File: src/hdl/cis_ram.sv
// ----------------------------------------------------------------------------
// cis_ram: generic single-port-write RAM
// One write port, one read port, read data registered.
// ----------------------------------------------------------------------------
module cis_ram #(
	parameter int WIDTH = 32,
	parameter int DEPTH = 32
) (
	input  logic                     clk,
	input  logic                     we,
	input  logic [$clog2(DEPTH)-1:0] waddr,
	input  logic [WIDTH-1:0]         wdata,
	input  logic [$clog2(DEPTH)-1:0] raddr,
	output logic [WIDTH-1:0]         rdata
);

	logic [WIDTH-1:0] mem_q [DEPTH];

	always_ff @(posedge clk) begin
		if (we) begin
			mem_q[waddr] <= wdata;
		end
		rdata <= mem_q[raddr];
	end

endmodule

File: config.mk
export PLATFORM = sky130hd
export DESIGN_NAME = cis_ram
export DESIGN_NICKNAME = d
export VERILOG_FILES = /design/src/hdl/cis_ram.sv
export SDC_FILE = /design/constraint.sdc
export NUM_CORES = 1
export LEC_CHECK = 0
export ABC_CLOCK_PERIOD_IN_PS = 4700
export BUFFER_PORTS_ARGS = -buffer_cell sky130_fd_sc_hd__buf_4
export CAP_MARGIN = 20
export CORE_ASPECT_RATIO = 0.7
export CORE_UTILIZATION = 55
export DETAILED_ROUTE_END_ITERATION = 10
export HOLD_SLACK_MARGIN = 0.1
export PLACE_DENSITY = 0.71
export SLEW_MARGIN = 0
export SYNTH_ARGS = -nofsm -noshare
export SYNTH_HDL_FRONTEND = slang
export SYNTH_SLANG_ARGS = --single-unit
File: constraint.sdc
create_clock -name clk -period 4.7 [get_ports clk]
set_input_delay 0.235 -clock clk [delete_from_list [all_inputs] [get_ports clk]]
set_output_delay 0.235 -clock clk [all_outputs]
set_load 0.03 [all_outputs]
==> impl_metrics.py, run 1 <==
metrics = {
    "status": {
        "outcome": "completed",
    },
    "global_route": {
        "track_usage_pct": 25.6,
        "top_usage_layer": "met2",
        "grt_pass1_vias": 21200,
        "met3_usage_pct": 4.40,
        "antenna_found_initial": 2,
        "overflow": 0,
        "grtUsageMet1_pct": 37.7,
        "grt_start_max_net_pins": 94,
        "grt_use_met2_pct": 39.9,
        "grt_pass1_wl_um": 140000,
    },
    "timing": {
        "hold_viol_final": 0,
        "fin_crit_sh_pct": 51.1,
        "post-route-min-period_ns": 2.40,
        "slew_violations": 0,
        "clock_skew_ns": 0.0224,
        "worst-slew-pin-transition_ns": 1.15,
        "slew_headroom_pct": 23.4,
        "rsz0062_at_grt": "false",
        "setup_viol": 0,
        "setup_tns_ns": 0,
        "fmaxAchievable_ghz": 0.416,
    },
    "setup_path": {
        "cp.required_ns": 5.20,
        "path_class": "in2reg",
        "cp-start-kind": "input pin",
        "path_max_fanout": 87,
        "cp_slowest_cell": "buf_4",
        "endpoint_kind": "flop",
        "cp.arrival_ns": 2.90,
        "cp_slowest_stage_delay_ns": 0.74,
        "path_cells": "buf_8 > buf_4 > mux2i_1 > a22o_1 > nor3_1 > a31oi_1 > nand3_1",
    },
    "pwr": {
        "power.share.sequential_pct": 55.3,
        "swShare_pct": 21.9,
        "internal-power_mw": 14.9,
        "clkPwrFrac_pct": 38.8,
        "ir_drop_mv": 0.340,
        "combinationalPowerShare_pct": 5.9,
        "p_leak_nw": 15.9,
        "power_density_mw_per_mm2": 415,
        "p_sw_mw": 4.17,
    },
    "placement": {
        "routabilityCongestion": 0.837,
        "place_area_mm2": 0.0425,
        "io_buffers": 75,
        "dpl.hpwl_um": 55000,
    },
    "finish": {
        "multiInputGateArea_mm2": 0.00861,
        "final_nets": 2434,
        "fill_cells": 4953,
        "layout_commonest_cell": "edfxtp_1",
        "area_growth_syn_to_layout_pct": 13.4,
        "drive_gt1_share_pct": 12.5,
        "final_area_mm2": 0.0459,
        "ff_latch_area_mm2": 0.0314,
        "final_core_util_pct": 63.6,
        "n_antenna_cell": 0,
        "final_cell_mix": "1024 x edfxtp_1, 512 x mux2i_1, 98 x nand3_1",
    },
    "synthesis": {
        "yosysUniqueCellTypes": 25,
        "seq_area_frac_synth_pct": 77.5,
        "synth-seq-cells": 1056,
        "postSynthCellCount": 2260,
        "syn-num-nets": 2304,
        "synthDominantCellAreaShare_pct": 76.0,
        "syn_area_mm2": 0.0405,
        "synth.avg_cell_area_um2": 17.9,
        "synth_warnings": 0,
        "synth_area_leader_cell": "edfxtp_1",
        "synth.area.top_cells": "edfxtp_1 76%, mux2i_1 13%, a22oi_1 1.8%, dfxtp_1 1.6%, a22o_1 1.4%",
    },
    "floorplan": {
        "die_w_um": 326,
        "die_y_um": 229,
        "core-area_mm2": 0.0722,
        "die-area_mm2": 0.0747,
        "rows": 82,
        "start_util_pct": 56.1,
        "io_pins": 76,
    },
    "clocking": {
        "cts_setup_buffers": 0,
        "cts_root_buf": "clkbuf_16",
        "cts.clk_slew.worst_paths_ns": 0.06,
        "htreeDepth": 3,
        "clk-insertion-delay-late_ns": 0.67,
        "cts_buffers": 94,
        "cts_sinks": 1056,
        "ctsResizeCount": 0,
        "cts_tree": "done",
        "cts_buffer_depth": 3,
        "cts_hold_buffers": 32,
    },
    "flow_run": {
        "maxCapViolCount": 0,
    },
    "detailed_routing": {
        "initialDrtViolationCount": 2548,
        "drt.antenna.violating_nets": 0,
        "vias": 21300,
        "via_per_inst": 6.19,
        "totalWireLength_um": 94700,
        "wl_per_cell_um": 27.6,
        "first_pass_iters": 6,
        "drc_errors": 0,
    },
    "worst_hold_path": {
        "hold_class": "in2reg",
    },
}
==> metrics by stage <==
step	hold slack, ns	std cells	power, mW	setup WS [ns]
4_1_cts	0.128	3429	19.1	2.34
5_1_grt	0.215	3437	19.6	2.26
3_3_place_gp	0.589	3199	11.8	1.69
6_report	0.165	3437	19.0	2.30
3_5_place_dp	0.587	3220	11.8	1.65
2_1_floorplan	0.334	2260	11.3	2.03
==> cell usage after synthesis <==
library cell	count
nand2b_1	2
and2_1	1
buf_6	15
or2_2	1
buf_1	5
or3b_2	3
nor2b_1	1
mux2i_1	512
and2b_1	1
or3_1	1
nand3_1	98
nor3_1	32
clkbuf_1	46
buf_2	26
a21oi_1	96
dfxtp_1	32
a22oi_1	96
a31oi_1	32
clkbuf_4	2
nand3b_1	5
nand2_1	98
nor2_1	34
a22o_1	64
edfxtp_1	1024
buf_4	33
==> state kept, by name, summed over array words and instances, names as in the netlist <==
register,flops
mem_q,1024
rdata,32
==> final cells by class <==
| class | count | area share [%] |
|---|---|---|
| well taps | 966 | 2.63 |
| clock buffers | 120 | 5.49 |
| multi-input cells | 1077 | 18.8 |
| clock inverters | 57 | 0.959 |
| repair buffers | 161 | 3.79 |
| flip-flops and latches | 1056 | 68.4 |
==> layer usage <==
metal	vias to the layer above	wire, um
li1	9246	-
met2	1050	44300
met1	10800	40200
met4	2	2060
met5	-	14
met3	127	8100
==> critical path: cells and delay by family <==
family | cells | cell delay [ns]
buffers and inverters | 2 | 1.36
AO/OA/AOI/OAI | 2 | 0.45
multiplexers | 1 | 0.43
AND/OR/NAND/NOR | 2 | 0.24
==> cells by family after synthesis <==
kind of cell / after synthesis / share of synthesized area, %
buffers and inverters: 127 / 1.86
AND/OR/NAND/NOR: 277 / 3.10
multiplexers: 512 / 12.7
AO/OA/AOI/OAI: 288 / 4.85
flip-flops: 1056 / 77.5
==> power groups by stage <==
stage	clock, mW	sequential, mW	combinational [mW]
4_1_cts	7.49	10.5	1.12
2_1_floorplan	0	10.8	0.541
6_report	7.40	10.5	1.12
3_3_place_gp	0	10.7	1.07
5_1_grt	7.86	10.5	1.19
3_5_place_dp	0	10.7	1.10
==> final timing paths <==
check,from,end,slack [ns],depth (start not counted)
setup / recovery,raddr[0],rdata[28],2.30,7
hold / removal,raddr[2],rdata[9],0.17,5
setup reg to reg,mem_q[1][10],rdata[10],2.94,5
hold reg to reg,mem_q[26][11],rdata[11],0.60,4
(Power assumes the default switching activity.)
==> run 2, diff against run 1 <==
ABC_CLOCK_PERIOD_IN_PS = 2480   (was 4700)
clock period = 2.48 ns   (was 4.7 ns; I/O delays follow)
==> impl_metrics.py, run 2 (same netlist as run 1, synthesis figures left out) <==
metrics = {
    "status": {
        "outcome": "completed",
    },
    "pwr": {
        "ir_drop_mv": 0.607,
        "combinationalPowerShare_pct": 5.8,
        "p_sw_mw": 7.79,
        "power_density_mw_per_mm2": 790,
        "internal-power_mw": 29.1,
        "power.share.sequential_pct": 54.1,
        "total_power_mw": 36.9,
        "p_leak_nw": 16.4,
        "clkPwrFrac_pct": 40.1,
        "swShare_pct": 21.1,
    },
    "clocking": {
        "cts_tree": "done",
        "cts.clk_slew.worst_paths_ns": 0.06,
        "htreeDepth": 3,
        "cts_buffers": 94,
        "clk-insertion-delay-late_ns": 0.66,
        "cts_buffer_depth": 3,
        "ctsResizeCount": 0,
        "cts_root_buf": "clkbuf_16",
        "cts_sinks": 1056,
    },
    "global_route": {
        "overflow": 0,
        "antenna_found_initial": 5,
        "grt_pass1_wl_um": 141000,
        "grt_start_max_net_pins": 65,
        "track_usage_pct": 26.0,
        "grt_pass1_vias": 21100,
    },
    "timing": {
        "hold_viol_final": 0,
        "holdWs_ns": 0.198,
        "rsz0062_at_grt": "false",
        "post-route-min-period_ns": 1.82,
        "setup_viol": 0,
        "slew_headroom_pct": 54.4,
        "fmaxAchievable_ghz": 0.551,
        "clock_skew_ns": 0.0186,
        "slew_violations": 0,
        "fin_crit_sh_pct": 73.2,
        "setup_tns_ns": 0,
        "worst-slew-pin-transition_ns": 0.685,
    },
    "detailed_routing": {
        "drc_errors": 0,
        "vias": 21600,
        "totalWireLength_um": 97600,
        "initialDrtViolationCount": 2514,
        "wl_per_cell_um": 27.8,
        "via_per_inst": 6.15,
        "first_pass_iters": 5,
        "drt.antenna.violating_nets": 0,
    },
    "floorplan": {
        "io_pins": 76,
        "core-area_mm2": 0.0722,
        "die_y_um": 229,
        "rows": 82,
        "die_w_um": 326,
        "start_util_pct": 56.1,
        "die-area_mm2": 0.0747,
    },
    "finish": {
        "final_cell_mix": "1024 x edfxtp_1, 512 x mux2i_1, 159 x buf_4",
        "largestRegisters": "mem_q (1024), rdata (32)",
        "regMostFlops": "mem_q",
        "final_nets": 2504,
        "drive_gt1_share_pct": 15.2,
        "layout_commonest_cell": "edfxtp_1",
        "area_growth_syn_to_layout_pct": 15.3,
        "largest_reg_flops": 1024,
        "final_core_util_pct": 64.6,
        "final_area_mm2": 0.0467,
    },
    "placement": {
        "io_buffers": 75,
        "place_area_mm2": 0.0431,
        "routabilityCongestion": 0.808,
        "dpl.hpwl_um": 53400,
    },
    "setup_path": {
        "cp.required_ns": 3.03,
        "cp-start-kind": "input pin",
        "r2r_start": "mem_q[22][8]",
        "cp.arrival_ns": 2.36,
        "cp-startpoint": "raddr[1]",
        "path_max_fanout": 22,
        "endpoint_kind": "flop",
        "path_class": "in2reg",
    },
    "worst_hold_path": {
        "hold_start": "waddr[3]",
        "hold_class": "in2reg",
    },
    "flow_run": {
        "maxCapViolCount": 0,
    },
}
[run 2: worst paths after layout]
path                        end  slack, ns  depth (start not counted)
setup / recovery       rdata[8]       0.66                          8
hold reg to reg        rdata[1]       0.60                          4
hold / removal    mem_q[17][16]       0.20                          3
setup reg to reg       rdata[8]       0.70                          5
[run 2: per-layer routing]
metal | GRT usage [%] | up-vias | part of all wire (%)
met4 | 7.03 | 6 | 2.3
li1 | - | 9375 | -
met1 | 38.8 | 11000 | 43
met5 | 0 | - | 0.037
met3 | 6.03 | 157 | 9.7
met2 | 38.8 | 1041 | 45
[run 2: critical path: stages]
cell	delay, ns
dlygate4sd3_1	0.53
buf_4	0.15
and2_4	0.40
a22o_1	0.22
nor3_1	0.05
a31oi_1	0.48
nand3_1	0.18
buf_4	0.21
[run 2: final cells by class]
type	instances	area (um^2)
Antenna cell	1	2.50
Clock buffer	140	2800
Clock inverter	37	379
Fill cell	4879	25600
Multi-Input combinational cell	1077	8610
Tap cell	966	1210
Sequential cell	1056	31400
Timing Repair Buffer	231	2280
[run 2: timing repair]
item | CTS | global route
endpoints found under the hold margin | 1028 | 0
hold buffers | 35 | 0
setup buffers | 0 | 0
[run 2: metrics by stage]
stage / instances / setup slack [ns]
2_1_floorplan: 2260 / -0.0781
3_3_place_gp: 3295 / 0.373
3_5_place_dp: 3295 / 0.354
4_1_cts: 3507 / 0.707
5_1_grt: 3507 / 0.608
6_report: 3508 / 0.665
[run 2: power by group through the flow]
stage / Combinational [mW] / Clock [mW] / Sequential, mW
after floorplan: 1.02 / 0 / 20.4
after global placement: 2.03 / 0 / 20.3
after detailed placement: 2.07 / 0 / 20.3
after CTS: 2.12 / 14.9 / 19.9
after global routing: 2.25 / 15.6 / 19.9
final: 2.13 / 14.8 / 19.9
